==> config.mk <==
export PLATFORM = sky130hd
export DESIGN_NAME = alpha_premultiply_converter_top
export DESIGN_NICKNAME = d
export VERILOG_FILES = /design/src/hdl/apc_pkg.sv /design/src/hdl/apc_div_step.sv /design/src/hdl/alpha_premultiply_converter_top.sv
export SDC_FILE = /design/constraint.sdc
export NUM_CORES = 1
export LEC_CHECK = 0
export BUFFER_PORTS_ARGS = -buffer_cell sky130_fd_sc_hd__buf_2
export CAP_MARGIN = 20
export CORE_MARGIN = 3
export CORE_UTILIZATION = 55
export DETAILED_ROUTE_END_ITERATION = 8
export PLACE_DENSITY = 0.78
export SETUP_SLACK_MARGIN = 0.05
export SYNTH_ARGS = -nofsm -noshare
export SYNTH_HDL_FRONTEND = slang
export SYNTH_HIERARCHICAL = 1
export SYNTH_SLANG_ARGS = --single-unit
export TNS_END_PERCENT = 100
==> constraint.sdc <==
create_clock -name clk -period 11.7 [get_ports clk]
set_input_delay 1.17 -clock clk [delete_from_list [all_inputs] [get_ports clk]]
set_output_delay 1.17 -clock clk [all_outputs]
set_load 0.02 [all_outputs]
==> src/hdl/apc_pkg.sv <==
// ----------------------------------------------------------------------------
// Alpha premultiply converter package
// Shared types and constants for the pixel conversion pipeline.
// ----------------------------------------------------------------------------
package apc_pkg;

    typedef enum logic [1:0] {
        MODE_SWAP     = 2'd0,
        MODE_UNPREMUL = 2'd1,
        MODE_PREMUL   = 2'd2
    } apc_mode_t;

    localparam int NUM_CH     = 3;
    localparam int NUM_STAGES = 4;

    localparam logic [7:0]  ALPHA_OPAQUE = 8'hff;
    localparam logic [7:0]  BYTE_MAX     = 8'hff;
    localparam logic [15:0] ROUND_HALF   = 16'd128;

    typedef struct packed {
        logic                         div_en;
        logic [NUM_CH-1:0]            sat;
        logic [NUM_CH-1:0][7:0]       res;
        logic [NUM_CH-1:0][15:0]      acc;
        logic [7:0]                   alpha;
        logic                         row_end;
    } apc_pipe_t;

endpackage

==> src/hdl/apc_div_step.sv <==
// ----------------------------------------------------------------------------
// Alpha premultiply converter division step
// Two restoring division steps of a colour value by alpha.
// ----------------------------------------------------------------------------
module apc_div_step
    import apc_pkg::*;
(
    input  logic [15:0] acc_in,
    input  logic [7:0]  alpha,
    output logic [15:0] acc_out
);

    always_comb
    begin
        logic [15:0] acc;
        logic [8:0]  trial;
        logic [8:0]  diff;
        acc = acc_in;
        for (int i = 0; i < 2; i++)
        begin
            trial = acc[15:7];
            diff  = trial - {1'b0, alpha};
            if (trial >= {1'b0, alpha})
            begin
                acc = {diff[7:0], acc[6:0], 1'b1};
            end
            else
            begin
                acc = {acc[14:0], 1'b0};
            end
        end
        acc_out = acc;
    end

endmodule

==> src/hdl/alpha_premultiply_converter_top.sv <==
// ----------------------------------------------------------------------------
// Alpha premultiply converter
// Swaps, (un)premultiplies one RGBA8888 pixel per clock while not stalled.
// ----------------------------------------------------------------------------
//  Channel  Handshake           Payload
//  input    in_valid/in_stall   in_byte0..2, in_alpha, row_end
//  output   out_valid/out_stall out_byte0..2, out_alpha, out_row_end
//  config   cfg_we              cfg_data (conversion mode)
//
// A pixel passes five register stages, the four pipeline registers and the
// output register; one pixel enters every cycle while in_stall is low. The
// depth is set by the eight-step restoring division, two steps per stage.
// Reset clears all valid bits and sets the mode to swap. A stall on the output
// only holds stages that are full; empty stages keep filling.
// ----------------------------------------------------------------------------
module alpha_premultiply_converter_top
    import apc_pkg::*;
(
    input  logic       clk,
    input  logic       rst_n,
    input  logic       cfg_we,
    input  logic [1:0] cfg_data,
    input  logic       in_valid,
    output logic       in_stall,
    input  logic [7:0] in_byte0,
    input  logic [7:0] in_byte1,
    input  logic [7:0] in_byte2,
    input  logic [7:0] in_alpha,
    input  logic       row_end,
    output logic       out_valid,
    input  logic       out_stall,
    output logic [7:0] out_byte0,
    output logic [7:0] out_byte1,
    output logic [7:0] out_byte2,
    output logic [7:0] out_alpha,
    output logic       out_row_end
);

    logic [1:0]              mode_reg;
    logic [NUM_STAGES:0]     valid_reg;
    logic [NUM_STAGES:0]     adv;
    apc_pipe_t               pipe_reg [NUM_STAGES];
    apc_pipe_t               pipe_next [NUM_STAGES];
    logic [NUM_CH-1:0][15:0] acc_step [NUM_STAGES];
    logic [NUM_CH-1:0][7:0]  obyte_reg;
    logic [NUM_CH-1:0][7:0]  obyte_next;
    logic [7:0]              oalpha_reg;
    logic                    orow_reg;

    always_ff @(posedge clk or negedge rst_n)
    begin
        if (!rst_n)
        begin
            mode_reg <= MODE_SWAP;
        end
        else if (cfg_we)
        begin
            mode_reg <= cfg_data;
        end
    end

    always_comb
    begin
        adv[NUM_STAGES] = !valid_reg[NUM_STAGES] || !out_stall;
        for (int k = NUM_STAGES - 1; k >= 0; k--)
        begin
            adv[k] = !valid_reg[k] || adv[k+1];
        end
    end

    assign in_stall = !adv[0];

    always_ff @(posedge clk or negedge rst_n)
    begin
        if (!rst_n)
        begin
            valid_reg <= '0;
        end
        else
        begin
            if (adv[0])
            begin
                valid_reg[0] <= in_valid;
            end
            for (int k = 1; k <= NUM_STAGES; k++)
            begin
                if (adv[k])
                begin
                    valid_reg[k] <= valid_reg[k-1];
                end
            end
        end
    end

    always_comb
    begin
        logic [NUM_CH-1:0][7:0] chan;
        logic [15:0]            prod;
        chan[0] = in_byte2;
        chan[1] = in_byte1;
        chan[2] = in_byte0;
        pipe_next[0].div_en  = (mode_reg == MODE_UNPREMUL) && (in_alpha != 8'd0)
                               && (in_alpha != ALPHA_OPAQUE);
        pipe_next[0].alpha   = in_alpha;
        pipe_next[0].row_end = row_end;
        for (int c = 0; c < NUM_CH; c++)
        begin
            pipe_next[0].acc[c] = {chan[c], 8'd0} - {8'd0, chan[c]};
            pipe_next[0].sat[c] = chan[c] >= in_alpha;
            prod = 16'(chan[c]) * 16'(in_alpha) + ROUND_HALF;
            pipe_next[0].res[c] = chan[c];
            if (mode_reg == MODE_PREMUL)
            begin
                if (in_alpha == 8'd0)
                begin
                    pipe_next[0].res[c] = 8'd0;
                end
                else if (in_alpha != ALPHA_OPAQUE)
                begin
                    pipe_next[0].res[c] = prod[15:8];
                end
            end
        end
        if ((mode_reg == MODE_PREMUL) && (in_alpha == 8'd0))
        begin
            pipe_next[0].alpha = 8'd0;
        end
        for (int k = 1; k < NUM_STAGES; k++)
        begin
            pipe_next[k]     = pipe_reg[k-1];
            pipe_next[k].acc = acc_step[k-1];
        end
    end

    genvar s, ch;
    generate
        for (s = 0; s < NUM_STAGES; s++)
        begin : g_stage
            for (ch = 0; ch < NUM_CH; ch++)
            begin : g_chan
                apc_div_step u_div_step (
                    .acc_in  (pipe_reg[s].acc[ch]),
                    .alpha   (pipe_reg[s].alpha),
                    .acc_out (acc_step[s][ch])
                );
            end
        end
    endgenerate

    always_comb
    begin
        for (int c = 0; c < NUM_CH; c++)
        begin
            if (!pipe_reg[NUM_STAGES-1].div_en)
            begin
                obyte_next[c] = pipe_reg[NUM_STAGES-1].res[c];
            end
            else if (pipe_reg[NUM_STAGES-1].sat[c])
            begin
                obyte_next[c] = BYTE_MAX;
            end
            else
            begin
                obyte_next[c] = acc_step[NUM_STAGES-1][c][7:0];
            end
        end
    end

    always_ff @(posedge clk)
    begin
        if (adv[0] && in_valid)
        begin
            pipe_reg[0] <= pipe_next[0];
        end
        for (int k = 1; k < NUM_STAGES; k++)
        begin
            if (adv[k] && valid_reg[k-1])
            begin
                pipe_reg[k] <= pipe_next[k];
            end
        end
        if (adv[NUM_STAGES] && valid_reg[NUM_STAGES-1])
        begin
            obyte_reg  <= obyte_next;
            oalpha_reg <= pipe_reg[NUM_STAGES-1].alpha;
            orow_reg   <= pipe_reg[NUM_STAGES-1].row_end;
        end
    end

    assign out_valid   = valid_reg[NUM_STAGES];
    assign out_byte0   = obyte_reg[0];
    assign out_byte1   = obyte_reg[1];
    assign out_byte2   = obyte_reg[2];
    assign out_alpha   = oalpha_reg;
    assign out_row_end = orow_reg;

`ifndef SYNTH
    a_bubble_accepts: assert property (@(posedge clk) disable iff (!rst_n)
        !valid_reg[0] |-> !in_stall)
        else $error("input stalled although the first stage is empty");

    a_full_stalls: assert property (@(posedge clk) disable iff (!rst_n)
        ((&valid_reg) && out_stall) |-> in_stall)
        else $error("transaction accepted into a full stalled pipeline");

    a_div_remainder: assert property (@(posedge clk) disable iff (!rst_n)
        (valid_reg[1] && pipe_reg[1].div_en) |->
        ((pipe_reg[1].sat[0] || (pipe_reg[1].acc[0][15:8] < pipe_reg[1].alpha))
         && (pipe_reg[1].sat[1] || (pipe_reg[1].acc[1][15:8] < pipe_reg[1].alpha))
         && (pipe_reg[1].sat[2] || (pipe_reg[1].acc[2][15:8] < pipe_reg[1].alpha))))
        else $error("division remainder not below alpha");
`endif

endmodule

==> results.md <==
* Root Driver: clkbuf_16
* Lkg Pwr at 13.72 nW
* GRT overflow at 0
* Post-place instance area at 31380 sq um
* Final ANT Viol Nets at 0
* Area Growth Syn to Fin at 5.324%
* Gate Count Post-Synth at 2801
* Largest net degree at the start of global routing at 86
* DRT Wirelength at 70.26 mm
* Pwr/cell area at 259.6 nW/um^2
* Chip height at 243.7 um
* Cts hold-fix bufs at 0
* Post-route cell area at 32720 sq um
* VDD IR-drop max at 0.1348 mV
* Hold Slack at 0.4133 ns
* Register Area at 11380 sq um
* First-pass GRT wire length at 111.9 mm
* Worst Path Arrival at 5.81 ns
* Final-report hold violation count at 0
* Reg2reg path depth at 14
* Final setup violation count at 0
* Most frequent cells in the layout: 373 x edfxtp_1, 351 x ha_1, 346 x inv_1, 128 x a21oi_1, 126 x fa_1
* WS Path Type: in -> reg
* # diodes at 0
* Die Span X at 243.7 um
* GRT Total Usage at 23.44%
* CP Cell Sequence: buf_2 > inv_1 > nor2_1 > fa_1 > fa_1 > fa_1 > inv_1 > fa_1 > inv_1 > ha_1 > a21oi_1 > nand2_1 > a41o_1 > and3_1 > a221oi_1 > o21ai_0
* Syn avg cell area at 11.09 sq um
* Pre-antenna DRT Iters at 5
* Max-slew headroom at 33.86%
* Startpoint types: input pin
* Initial Util at 55.95%
* Status: finished, final reports clean
* Row count at 86
* Die area at 59370 sq um
* RSZ-0062 raised after global routing: false
* CTS clk-pin slew, worst paths at 0.07 ns
* Hold path depth at 0
* Synth Cell Area at 31070 sq um
* Fillers at 4522
* Worst-path fanout max at 24
* CTS tree: built
* Post-route setup slack at 6.208 ns
* Syn_nets at 3318
* Final min period at 5.492 ns
* Vias per cell at 5.883
* Clock Skew at 0.02030 ns
* Post-layout net count at 3291
* Skew-Pair Late Insertion Delay at 0.57 ns
* # resized after CTS at 0
* CP max stage delay at 0.52 ns
* Top delay family on crit path: adder cells
* Worst slew pin tran at 0.9920 ns
* Num CTS Buffers at 40
* I/O pins at 75
* Fin crit share at 46.94%
* Critical path's slowest cell: fa_1
* DRT iter0 DRCs at 1406
* Most used cell, CP: fa_1
* Most common cell after layout, fill and taps aside: edfxtp_1
* Max-cap violations at 0
* Crit path capture type: flop
* Routed len/inst at 19.78 um
* Clock tree buffer depth at 3
* Placement Setup Slack at 5.631 ns
* Residual DRC count at 0
* Max FFs per register at 340
* Setup tns final at 0 ns
* Vias in the first global route at 21230
* Routed via count at 20900
* Syn. warnings at 6
* Share of post-route cells with drive strength above 1 at 11.80%
* Buf+Inv Stages, Crit Path at 4
* Worst hold-check path type: reg -> reg
* Levels on crit path at 16
* Buffers on Ports at 74
* Area occupied by multi-input gates at 17320 sq um
* Initial antenna violation count at 0
* Critical Path RT at 12.02 ns
* HPWL after DPL at 53.70 mm
* Postcts setup bufs at 0
* Final max-slew violation count at 0
* Number of H-tree levels at 2
* Clock sink total at 380
* Peak Freq at 182.1 MHz
* RePlAce Congestion at 0.9124
* Core box area at 55520 sq um
## layer usage
layer | share of wire (%) | vias to the layer above | wire length [um] | track usage (%)
met5 | 0 | - | 0 | 0
met4 | 3.3 | 0 | 2287 | 8.124
met3 | 4.5 | 138 | 3160 | 2.961
met2 | 49 | 566 | 34390 | 40.41
met1 | 43 | 10230 | 30420 | 30.59
li1 | - | 9971 | - | -
## through the flow
step / total power [W] / utilization (%) / cells
CTS: 0.008481 / 58.88 / 3552
global route: 0.009103 / 58.93 / 3553
detailed placement: 0.007176 / 56.52 / 3479
global placement: 0.006999 / 56.52 / 3479
finish: 0.008495 / 58.93 / 3553
floorplan: 0.006323 / - / 2801
## path summary, 6_finish.rpt
kind                                              to  slack, ns                       from
min in group asynchronous   valid_reg[3]$_DFFE_PN0P_       0.43                      rst_n
hold / removal             pipe_reg[3][71]$_DFFE_PP_       0.41  pipe_reg[2][71]$_DFFE_PP_
max in group asynchronous   valid_reg[0]$_DFFE_PN0N_      11.11                      rst_n
hold reg to reg            pipe_reg[3][71]$_DFFE_PP_       0.41  pipe_reg[2][71]$_DFFE_PP_
setup reg to reg           pipe_reg[3][51]$_DFFE_PP_       6.62   pipe_reg[2][2]$_DFFE_PP_
setup / recovery           pipe_reg[0][64]$_DFFE_PP_       6.21                in_alpha[7]
## final cells by class
type / count / area share, %
Multi-Input combinational cell: 1917 / 52.94
Timing Repair Buffer: 83 / 1.400
Inverter: 352 / 4.038
Sequential cell: 380 / 34.77
Clock buffer: 45 / 3.117
Tap cell: 748 / 2.860
Clock inverter: 28 / 0.8833
## report_power, final
part | total [W] | switching, W | internal (W)
logic | 0.00501 | 0.00267 | 0.00234
registers | 0.00222 | 0.000198 | 0.00202
clock network | 0.00127 | 0.000539 | 0.000727
total | 0.00849 | 0.00341 | 0.00509
Power figures use the tool's default switching activity.
